$ cat src/hdl/ptt_pkg.sv
// ptt_pkg: shared types and constants of the periodic timer table
// no dependencies
package ptt_pkg;
  localparam int TableDepth = 16;
  localparam int IdxW = $clog2(TableDepth);
  localparam int CntW = $clog2(TableDepth + 1);

  localparam logic [2:0] OP_TICK = 3'd0;
  localparam logic [2:0] OP_ADD = 3'd1;
  localparam logic [2:0] OP_REMOVE_ID = 3'd2;
  localparam logic [2:0] OP_REMOVE_OWNER = 3'd3;
  localparam logic [2:0] OP_QUERY = 3'd4;

  localparam logic [1:0] KIND_FIRE = 2'd0;
  localparam logic [1:0] KIND_ACK = 2'd1;
  localparam logic [1:0] KIND_QUERY = 2'd2;

  localparam logic [1:0] ST_OK = 2'd0;
  localparam logic [1:0] ST_FULL = 2'd1;
  localparam logic [1:0] ST_NOT_FOUND = 2'd2;

  typedef struct packed {
    logic [2:0] op;
    logic [31:0] now_time;
    logic [15:0] timer_id;
    logic [7:0] owner_id;
    logic [31:0] period;
    logic signed [16:0] call_limit;
  } cmd_t;

  typedef struct packed {
    logic [15:0] id;
    logic [7:0] owner;
    logic [31:0] period;
    logic [31:0] last_time;
    logic [15:0] count;
    logic signed [16:0] limit;
  } entry_t;

  typedef struct packed {
    logic [1:0] kind;
    logic [15:0] fired_id;
    logic [7:0] fired_owner;
    logic [1:0] status;
    logic last;
  } result_t;
endpackage

$ cat src/hdl/ptt_front.sv
// ptt_front: input stage, drops unknown ops and queues commands (two entries)
// depends on ptt_pkg
module ptt_front (
  input  logic          clk,
  input  logic          rst_n,
  input  logic          in_valid,
  output logic          in_stall,
  input  ptt_pkg::cmd_t in_cmd,
  output logic          q_valid,
  input  logic          q_pop,
  output ptt_pkg::cmd_t q_cmd
);
  ptt_pkg::cmd_t mem_r [2];
  logic rd_r, wr_r;
  logic [1:0] cnt_r;
  logic push, known;

  assign in_stall = (cnt_r == 2'd2);
  assign known = (in_cmd.op <= ptt_pkg::OP_QUERY);
  assign push = in_valid && !in_stall && known;
  assign q_valid = (cnt_r != 2'd0);
  assign q_cmd = mem_r[rd_r];

  always_ff @(posedge clk) begin
    if (push) mem_r[wr_r] <= in_cmd;
    if (!rst_n) begin
      rd_r <= 1'b0;
      wr_r <= 1'b0;
      cnt_r <= 2'd0;
    end else begin
      if (push) wr_r <= ~wr_r;
      if (q_pop) rd_r <= ~rd_r;
      cnt_r <= cnt_r + {1'b0, push} - {1'b0, q_pop};
    end
  end
endmodule

$ cat src/hdl/ptt_back.sv
// ptt_back: timer table and sequencer, one result register, one slot per cycle
// while not stalled; depends on ptt_pkg
module ptt_back (
  input  logic             clk,
  input  logic             rst_n,
  input  logic             q_valid,
  output logic             q_pop,
  input  ptt_pkg::cmd_t    q_cmd,
  output logic             out_valid,
  input  logic             out_stall,
  output ptt_pkg::result_t out_res
);
  typedef enum logic [2:0] {
    S_IDLE = 3'b001,
    S_SCAN = 3'b010,
    S_SHIFT = 3'b100
  } state_t;

  state_t state_r, state_nxt;
  ptt_pkg::entry_t tab_r [ptt_pkg::TableDepth];
  logic [ptt_pkg::CntW-1:0] cnt_r, cnt_nxt;
  logic [ptt_pkg::CntW-1:0] idx_r, idx_nxt;
  logic [ptt_pkg::CntW-1:0] sh_r, sh_nxt;
  ptt_pkg::cmd_t cmd_r;
  logic any_r, any_nxt;
  logic ov_r, ov_nxt;
  ptt_pkg::result_t res_r, res_nxt;

  ptt_pkg::entry_t cur;
  logic [ptt_pkg::IdxW-1:0] ci, si;
  logic [31:0] diff;
  logic [15:0] cnt_inc;
  logic due, drop, slot_free, done, match_id;
  logic wr_cur, do_shift, do_add;

  assign ci = idx_r[ptt_pkg::IdxW-1:0];
  assign si = sh_r[ptt_pkg::IdxW-1:0];
  assign cur = tab_r[ci];
  assign diff = cmd_r.now_time - cur.last_time;
  assign due = (diff >= cur.period);
  assign cnt_inc = (cur.count == 16'hFFFF) ? cur.count : cur.count + 16'd1;
  assign drop = !cur.limit[16] && ({1'b0, cnt_inc} >= cur.limit);
  assign match_id = (cur.id == cmd_r.timer_id);
  assign done = (idx_r >= cnt_r);
  assign slot_free = !ov_r || !out_stall;
  assign out_valid = ov_r;
  assign out_res = res_r;

  always_comb begin
    state_nxt = state_r;
    cnt_nxt = cnt_r;
    idx_nxt = idx_r;
    sh_nxt = sh_r;
    any_nxt = any_r;
    ov_nxt = ov_r && out_stall;
    res_nxt = res_r;
    q_pop = 1'b0;
    wr_cur = 1'b0;
    do_shift = 1'b0;
    do_add = 1'b0;
    case (state_r)
      S_IDLE: begin
        if (q_valid) begin
          q_pop = 1'b1;
          idx_nxt = '0;
          any_nxt = 1'b0;
          state_nxt = S_SCAN;
        end
      end
      S_SCAN: begin
        if (slot_free) begin
          case (cmd_r.op)
            ptt_pkg::OP_TICK: begin
              if (done) begin
                ov_nxt = 1'b1;
                res_nxt = '{ptt_pkg::KIND_ACK, 16'd0, 8'd0, ptt_pkg::ST_OK, 1'b1};
                state_nxt = S_IDLE;
              end else if (due) begin
                ov_nxt = 1'b1;
                res_nxt = '{ptt_pkg::KIND_FIRE, cur.id, cur.owner, ptt_pkg::ST_OK, 1'b0};
                if (drop) begin
                  sh_nxt = idx_r;
                  state_nxt = S_SHIFT;
                end else begin
                  wr_cur = 1'b1;
                  idx_nxt = idx_r + 1'b1;
                end
              end else begin
                idx_nxt = idx_r + 1'b1;
              end
            end
            ptt_pkg::OP_ADD: begin
              ov_nxt = 1'b1;
              state_nxt = S_IDLE;
              if (cnt_r == ptt_pkg::CntW'(ptt_pkg::TableDepth)) begin
                res_nxt = '{ptt_pkg::KIND_ACK, cmd_r.timer_id, cmd_r.owner_id,
                            ptt_pkg::ST_FULL, 1'b1};
              end else begin
                do_add = 1'b1;
                cnt_nxt = cnt_r + 1'b1;
                res_nxt = '{ptt_pkg::KIND_ACK, cmd_r.timer_id, cmd_r.owner_id,
                            ptt_pkg::ST_OK, 1'b1};
              end
            end
            ptt_pkg::OP_REMOVE_OWNER: begin
              if (done) begin
                ov_nxt = 1'b1;
                res_nxt = '{ptt_pkg::KIND_ACK, cmd_r.timer_id, cmd_r.owner_id,
                            any_r ? ptt_pkg::ST_OK : ptt_pkg::ST_NOT_FOUND, 1'b1};
                state_nxt = S_IDLE;
              end else if (cur.owner == cmd_r.owner_id) begin
                any_nxt = 1'b1;
                sh_nxt = idx_r;
                state_nxt = S_SHIFT;
              end else begin
                idx_nxt = idx_r + 1'b1;
              end
            end
            default: begin
              // remove by id and query share the search
              if (done || match_id) begin
                ov_nxt = 1'b1;
                state_nxt = S_IDLE;
                res_nxt.kind = (cmd_r.op == ptt_pkg::OP_QUERY) ?
                               ptt_pkg::KIND_QUERY : ptt_pkg::KIND_ACK;
                res_nxt.fired_id = cmd_r.timer_id;
                res_nxt.fired_owner = done ? 8'd0 : cur.owner;
                res_nxt.status = done ? ptt_pkg::ST_NOT_FOUND : ptt_pkg::ST_OK;
                res_nxt.last = 1'b1;
                if (!done && cmd_r.op == ptt_pkg::OP_REMOVE_ID) begin
                  sh_nxt = idx_r;
                  state_nxt = S_SHIFT;
                end
              end else begin
                idx_nxt = idx_r + 1'b1;
              end
            end
          endcase
        end
      end
      S_SHIFT: begin
        // compaction, one slot per cycle
        if (sh_r + 1'b1 >= cnt_r) begin
          cnt_nxt = cnt_r - 1'b1;
          state_nxt = (cmd_r.op == ptt_pkg::OP_REMOVE_ID) ? S_IDLE : S_SCAN;
        end else begin
          do_shift = 1'b1;
          sh_nxt = sh_r + 1'b1;
        end
      end
      default: state_nxt = S_IDLE;
    endcase
  end

  always_ff @(posedge clk) begin
    if (state_r == S_IDLE && q_valid) cmd_r <= q_cmd;
    res_r <= res_nxt;
    if (wr_cur) begin
      tab_r[ci].last_time <= cmd_r.now_time;
      tab_r[ci].count <= cnt_inc;
    end
    if (do_shift) tab_r[si] <= tab_r[si + 1'b1];
    if (do_add) tab_r[cnt_r[ptt_pkg::IdxW-1:0]] <= '{cmd_r.timer_id, cmd_r.owner_id,
        cmd_r.period, cmd_r.now_time, 16'd0, cmd_r.call_limit};
    if (!rst_n) begin
      state_r <= S_IDLE;
      cnt_r <= '0;
      idx_r <= '0;
      sh_r <= '0;
      any_r <= 1'b0;
      ov_r <= 1'b0;
    end else begin
      state_r <= state_nxt;
      cnt_r <= cnt_nxt;
      idx_r <= idx_nxt;
      sh_r <= sh_nxt;
      any_r <= any_nxt;
      ov_r <= ov_nxt;
    end
  end
endmodule

$ cat src/hdl/periodic_timer_table.sv
// periodic_timer_table: top level of the multi-channel periodic timer table
// depends on ptt_pkg, ptt_front, ptt_back
//
// channel | ports                                             | flow
// input   | in_valid in_stall in_op .. in_call_limit          | into block
// result  | out_valid out_stall out_kind .. out_last          | out of block
//
// a transfer is stored in a two-entry queue; the back part pops it into its
// command register, then walks the table one slot per cycle unless a held result
// stalls it; a tick visits every entry and compacts after each one it drops;
// add appends; remove by id and query stop at a match, remove by id compacts
// reset (rst_n low, synchronous) empties the table and the queue
// out_stall holds the result and the scan; the queue takes transfers until full
module periodic_timer_table (
  input  logic               clk,
  input  logic               rst_n,
  input  logic               in_valid,
  output logic               in_stall,
  input  logic [2:0]         in_op,
  input  logic [31:0]        in_now_time,
  input  logic [15:0]        in_timer_id,
  input  logic [7:0]         in_owner_id,
  input  logic [31:0]        in_period,
  input  logic signed [16:0] in_call_limit,
  output logic               out_valid,
  input  logic               out_stall,
  output logic [1:0]         out_kind,
  output logic [15:0]        out_fired_id,
  output logic [7:0]         out_fired_owner,
  output logic [1:0]         out_status,
  output logic               out_last
);
  ptt_pkg::cmd_t in_cmd, q_cmd;
  ptt_pkg::result_t res;
  logic q_valid, q_pop;

  // gather input fields into one command word
  assign in_cmd = '{in_op, in_now_time, in_timer_id, in_owner_id, in_period, in_call_limit};

  ptt_front u_front (
    .clk(clk), .rst_n(rst_n), .in_valid(in_valid), .in_stall(in_stall),
    .in_cmd(in_cmd), .q_valid(q_valid), .q_pop(q_pop), .q_cmd(q_cmd)
  );

  // back part: table scan, compaction and result register
  ptt_back u_back (
    .clk(clk), .rst_n(rst_n), .q_valid(q_valid), .q_pop(q_pop), .q_cmd(q_cmd),
    .out_valid(out_valid), .out_stall(out_stall), .out_res(res)
  );

  assign out_kind = res.kind;
  assign out_fired_id = res.fired_id;
  assign out_fired_owner = res.fired_owner;
  assign out_status = res.status;
  assign out_last = res.last;
endmodule

$ cat config.mk
export PLATFORM = sky130hd
export DESIGN_NAME = periodic_timer_table
export DESIGN_NICKNAME = d
export VERILOG_FILES = /design/src/hdl/ptt_pkg.sv /design/src/hdl/ptt_front.sv /design/src/hdl/ptt_back.sv /design/src/hdl/periodic_timer_table.sv
export SDC_FILE = /design/constraint.sdc
export NUM_CORES = 2
export LEC_CHECK = 0
export BUFFER_PORTS_ARGS = -buffer_cell sky130_fd_sc_hd__buf_4
export CORE_AREA = 2 2 471 473
export CTS_CLUSTER_DIAMETER = 40
export DETAILED_ROUTE_END_ITERATION = 6
export DIE_AREA = 0 0 473 475
export PLACE_DENSITY = 0.7
export SLEW_MARGIN = 20
export SYNTH_ARGS = -nofsm -noshare
export SYNTH_HDL_FRONTEND = slang
export SYNTH_SLANG_ARGS = --single-unit
$ cat constraint.sdc
create_clock -name clk -period 13.73 [get_ports clk]
set_input_delay 0.6865 -clock clk [delete_from_list [all_inputs] [get_ports clk]]
set_output_delay 0.6865 -clock clk [all_outputs]
set_load 0.02 [all_outputs]
Yosys cells after proc, flatten, opt, wreduce, memory -nomap -nowiden
Memories as Yosys holds them, arrays and structs flattened. A register that Yosys moved wholly into a read port is not among the register bits.
Cells that the tools add are included.
W data, S select, Z words.
{"block": "word_totals", "regBits": 53, "ram_bits": 2152, "mem_count": 2}
{"memory": "u_back.tab_r", "words": 16, "width": 121, "read_ports": 2, "rd_ports_with_merged_regs": 1, "wr": 1, "line_no": "ptt_back.sv:20", "source": "ptt_pkg::entry_t tab_r [ptt_pkg::TableDepth];"}
{"memory": "u_front.mem_r", "words": 2, "width": 108, "read_ports": 1, "rd_ports_with_merged_regs": 1, "wr": 1, "line_no": "ptt_front.sv:13", "source": "ptt_pkg::cmd_t mem_r [2];"}
{"block": "op_classes", "n_addsub": 9, "n_lt_le_gt_ge": 5, "eq_ne": 38, "n_mux": 93, "bitwise": 2, "reduce_logical": 26}
{"operator": "$mux W121", "n": 2}
{"operator": "$reduce_or A121 Y1", "n": 2}
{"operator": "$mux W29", "n": 4}
{"operator": "$mux W5", "n": 21}
{"operator": "$pmux W29 S3", "n": 1}
{"operator": "$mux W1", "n": 33}
{"operator": "$ge A32 B32 Y1", "n": 1}
{"operator": "$sub A32 B32 Y32", "n": 1}
{"operator": "$mux W3", "n": 10}
{"operator": "$pmux W5 S2", "n": 3}
{"operator": "$pmux W5 S3", "n": 2}
{"operator": "$pmux W3 S3", "n": 2}
{"operator": "$ge A16 B17 Y1", "n": 1}
{"operator": "$add A16 B1 Y16 const B", "n": 1}
{"operator": "$eq A16 B16 Y1", "n": 1}
{"operator": "$eq A16 B16 Y1 const B", "n": 1}
{"operator": "$mux W16", "n": 1}
{"operator": "$mux W4", "n": 4}
{"operator": "$add A5 B1 Y5 const B", "n": 3}
{"operator": "$mux W2", "n": 7}
{"operator": "$ne A2 B1 Y1 const B", "n": 7}
{"operator": "$ne A4 B2 Y1 const B", "n": 3}
{"operator": "$reduce_and A11 Y1", "n": 1}
{"operator": "$ge A5 B5 Y1", "n": 2}
{"operator": "32 further kinds", "n": 59}

Logic depth before layout (Yosys ltp)
{"block": "logic_depth", "ltp_word": 14, "mapped_depth": 35, "depth_no_buf": 26}

Hierarchy
A second synthesis with hierarchy kept.
{"block": "unflattened", "hier_cells": 5513, "hier_area_um2": 107210.3}
{"mod": "ptt_back", "instances": 1, "cells_per_inst": 5150, "area_per_inst_um2": 99115.1, "seq_area_each_um2": 62730.2}
{"mod": "ptt_front", "instances": 1, "cells_per_inst": 363, "area_per_inst_um2": 8095.3, "seq_area_each_um2": 6586.3}

Worst setup path after synthesis
OpenSTA, ideal clock, no wires.
{"block": "synth_path", "path_type": "reg-to-reg", "from": "register (tool-made name)", "to": "memory u_back.tab_r[1][17] (netlist bit), enable pin", "setup_time_ps": 454, "arrival_time_ps": 8721, "required_ps": 13276, "slack_ps": 4555, "path_stages_with_launch": 35, "path_cell_list": "dfxtp_1 -> buf_6 -> buf_6 -> buf_6 -> buf_2 -> buf_2 -> buf_2 -> clkbuf_1 -> clkbuf_1 -> buf_1 -> mux4_2 -> mux4_2 -> ha_1 -> inv_1 -> fa_1 -> a21o_1 -> a21oi_1 -> o32ai_1 -> o211ai_1 -> a2111oi_0 -> o31a_1 -> nand4_1 -> nand4b_1 -> a21oi_1 -> xnor2_1 -> ha_1 -> nand4_1 -> nor4_1 -> o2111a_1 -> a211oi_1 -> a21oi_1 -> nand2_1 -> nand2_1 -> nand3b_1 -> nor2_1"}
{"item": "end, declared", "line_no": "ptt_back.sv:20"}

==> key figures <==
Placed design
  – Dpl cell area: ~110000 sq um
  – Hpwl dp: approximately 160000 microns
  – GPL Wtd Cong: 0.8609
  – Port Buf Inserts: around 140

Job
  – MaxCap Viol Count: 0

Timing
  – Final Skew: between 0.08 and 0.09 ns
  – Max-slew headroom: 0.2087
  – Slew Viols, Final: 0
  – Final Critical Period: just under 10 ns
  – Highest Clock Rate: a little over 0.1 GHz
  – Period utilization: 0.7077
  – Worst slew pin tran: around 1.2 ns
  – Unrepaired setup endpoints after global routing: no
  – Final hold violations: 0
  – Setup_tns: 0 ns
  – Final setup vio count: 0

Power
  – Max IR drop VDD: between 0.1 and 0.15 mV
  – P per Cell Area: between 150 and 200 nW/um^2
  – Tot Pwr: 19.08 mW
  – Pleak: 35.80 nW

Clocking
  – Number of buffers created by CTS: approximately 360
  – Clock-pin slew on the worst setup and hold paths: around 0.050 ns
  – Clock insertion delay at the later pin of the skew report: between 0.9 and 1 ns
  – Sink Count: between 2000 and 2500
  – Htree depth: 5
  – Clk buf depth: 4
  – CTS tree: built
  – Clk root buf: clkbuf_16

Synth
  – Syn Area/Cell: 20.62 sq um
  – Post-synthesis register bit count: between 2000 and 2500
  – Mapped cell area: 106900 sq um
  – Post-Syn Instances: between 5000 and 6000
  – Simple logic cell fraction of the synthesized area: 0.01902
  – Yosys warns: 0
  – Sequential-to-total area share from yosys stat: 0.6484
  – Post-synth cell types: 87
  – Post-synthesis xor/xnor area fraction: 0.004999
  – Mux share of post-synthesis cell area: 0.2697
  – Synthesized Nets: 5395
  – Adder-Cell Fraction of Synth Area: 0.01185
  – Largest family of logic cells by synthesized area: multiplexers
  – EDFF count, synth: between 2000 and 2500
  – Compound-Gate Fraction of Synth Area: 0.02789
  – Ys flop type: edfxtp_1
  – Synth async-reset ratio: 0

Floorplanning
  – Die boundary width: around 470 microns
  – Die H: 475 microns
  – DIE AREA: roughly 220000 sq um
  – Row Count: 172
  – # IOs: around 140
  – Core area: roughly 220000 sq um
  – Starting Density: 0.4878

Global routing
  – First-pass GRT wire length: about 420000 microns
  – Largest net degree at the start of global routing: between 100 and 150
  – Vias in the first global route: approximately 60000
  – All-Layer GR Usage: 0.2595
  – Initial antenna violation count: 19
  – Grt total ovfl: 0

Critical path
  – CP Class: reg -> reg
  – Startpoint types: register
  – CP max FO: between 40 and 50
  – WP data required: 14.25 ns
  – Worst R2R Setup Slack: 4.01 ns
  – R2R cell count: 27
  – CP endpoint: u_back.tab_r[15][64]$_DFFE_PP_
  – CP endpoint kind: register
  – Worst Path Arrival: roughly 10 ns
  – RR Endpoint: u_back.tab_r[15][64]$_DFFE_PP_
  – Max incr delay on CP: ~1.0 ns
  – CP max-delay cell: nor2_4

Finish
  – Commonest cells after routing, fill and taps aside: edfxtp_1, mux4_2, clkbuf_16
  – Final net count: between 5000 and 6000
  – Fraction of layout cells with a size suffix above 1: 0.3834
  – Area growth syn-to-layout: 16.38%
  – Commonest non-fill, non-tap cell in the layout: edfxtp_1
  – Core occupancy in the finished layout: 0.5677
  – Fin area: about 120000 sq um

Routing
  – Met3 WL post-DR: 28700 microns
  – First-pass iteration count of the detailed router: 6
  – Antenna Violating Nets Remaining: 0
  – Met2 WL: roughly 140000 microns
  – Met1 WL: 109400 microns
  – Drt drc: 0
  – WL/cell: 33.30 microns
  – Drt first-iter violations: approximately 8000
  – DR top layer: met4
  – Detailed Route WL: just under 300000 microns
  – Via count: slightly below 60000
  – Via/cell ratio: roughly 6.8

Run status
  – Status: finished, final reports clean

Worst hold path
  – Hold Crit Depth: 2
  – Hold WC Path Type: in -> reg
-- area by class of cell --
| type | instances | area (sq um) |
|---|---|---|
| multi-input cells | 2412 | 35950 |
| clock inverters | 249 | 2703 |
| flip-flops and latches | 2317 | 69320 |
| repair buffers | 371 | 3181 |
| diodes | 13 | 32.53 |
| well taps | 2871 | 3592 |
| clock buffers | 386 | 9149 |
| fillers | 15810 | 94700 |
| inverters | 118 | 455.4 |
-- logic make-up after synthesis --
family                     after synthesis
DFF                                   2317
muxes                                 1408
AOI/OAI and AO/OA                      410
xor gates and xnor gates                61
adders and majority gates              100
buffers and inverters                  454
and+or+nand+nor                        433
-- synthesized netlist by cell type (all sizes together) (10+ instances only) --
master / count / share of area
a31oi: 12 / 0.00070
ha: 98 / 0.011
nor3: 24 / 0.0011
nand2: 130 / 0.0046
nand2b: 16 / 0.00094
nand3: 46 / 0.0022
mux2i: 83 / 0.0078
mux2: 164 / 0.017
inv: 116 / 0.0041
nor2b: 17 / 0.0010
xor2: 26 / 0.0021
clkbuf: 199 / 0.0070
xnor2: 35 / 0.0029
a211oi: 13 / 0.0010
edfxtp: 2289 / 0.64
and2: 11 / 0.00067
mux4: 1161 / 0.24
o31ai: 10 / 0.00070
o211ai: 13 / 0.00091
a22oi: 16 / 0.0011
dfxtp: 28 / 0.0052
a22o: 93 / 0.0076
a21oi: 64 / 0.0030
buf: 137 / 0.0070
o21ai: 68 / 0.0032
a21o: 27 / 0.0019
nor2: 131 / 0.0046
-- registers in the layout (all words and copies together), names as in the netlist, named ones only --
| signal | cells |
|---|---|
| u_back.any_r | 1 |
| u_back.cmd_r | 108 |
| u_back.cnt_r | 5 |
| u_back.idx_r | 5 |
| u_back.out_res | 29 |
| u_back.out_valid | 1 |
| u_back.sh_r | 5 |
| u_back.state_r | 3 |
| u_back.tab_r | 1936 |
| u_front.cnt_r | 2 |
| u_front.mem_r | 216 |
| u_front.rd_r | 1 |
| u_front.wr_r | 1 |
-- report_power, final --
group	leakage, nW	internal [mW]	total [mW]	switching [mW]
registers	19.0	8.18	8.41	0.229
clock network	5.65	5.57	8.93	3.36
logic	11.2	0.659	1.74	1.08
-- metal layers --
layer | track usage | up-vias
li1 | - | 23380
met1 | 0.3585 | 31790
met2 | 0.4149 | 3751
met3 | 0.04703 | 604
met4 | 0.09852 | 0
met5 | 0 | -
-- worst max-delay path, delay by kind of cell, from the launching register on --
family,cells,cell delay (ns)
xor+xnor,1,0.15
fa+ha+maj,2,0.48
buf+inv,4,1.78
flops,1,0.85
simple gates,8,2.35
mux,2,1.11
compound gates,10,2.43
-- what timing repair did --
| action | in CTS | in global routing |
|---|---|---|
| gates resized for setup | 0 | 0 |
| setup buffers | 0 | 0 |
| endpoints found under the hold margin | 216 | 0 |
| hold buffers | 108 | 0 |
-- worst min-delay path by stage --
stage / start / endpoint / slack, ns
final: rst_n / u_back.sh_r[0]$_SDFFE_PN0P_ / 0.1
after global routing: rst_n / u_back.sh_r[0]$_SDFFE_PN0P_ / 0.07
after CTS: rst_n / u_back.sh_r[0]$_SDFFE_PN0P_ / 0.03
after detailed placement: u_back.any_r$_SDFFE_PN0P_ / u_back.any_r$_SDFFE_PN0P_ / 0.45
after global placement: u_back.any_r$_SDFFE_PN0P_ / u_back.any_r$_SDFFE_PN0P_ / 0.44
after floorplan: u_back.any_r$_SDFFE_PN0P_ / u_back.any_r$_SDFFE_PN0P_ / 0.43
-- through the flow --
stage	worst slack [ns]	hold slack (ns)	cells
2_1_floorplan	4.555	0.4321	5183
3_3_place_gp	4.027	0.4410	7981
3_5_place_dp	4.058	0.4495	7981
4_1_cts	3.954	0.02827	8724
5_1_grt	3.351	0.06788	8736
6_report	4.014	0.09555	8737
(Power assumes the default switching activity.)
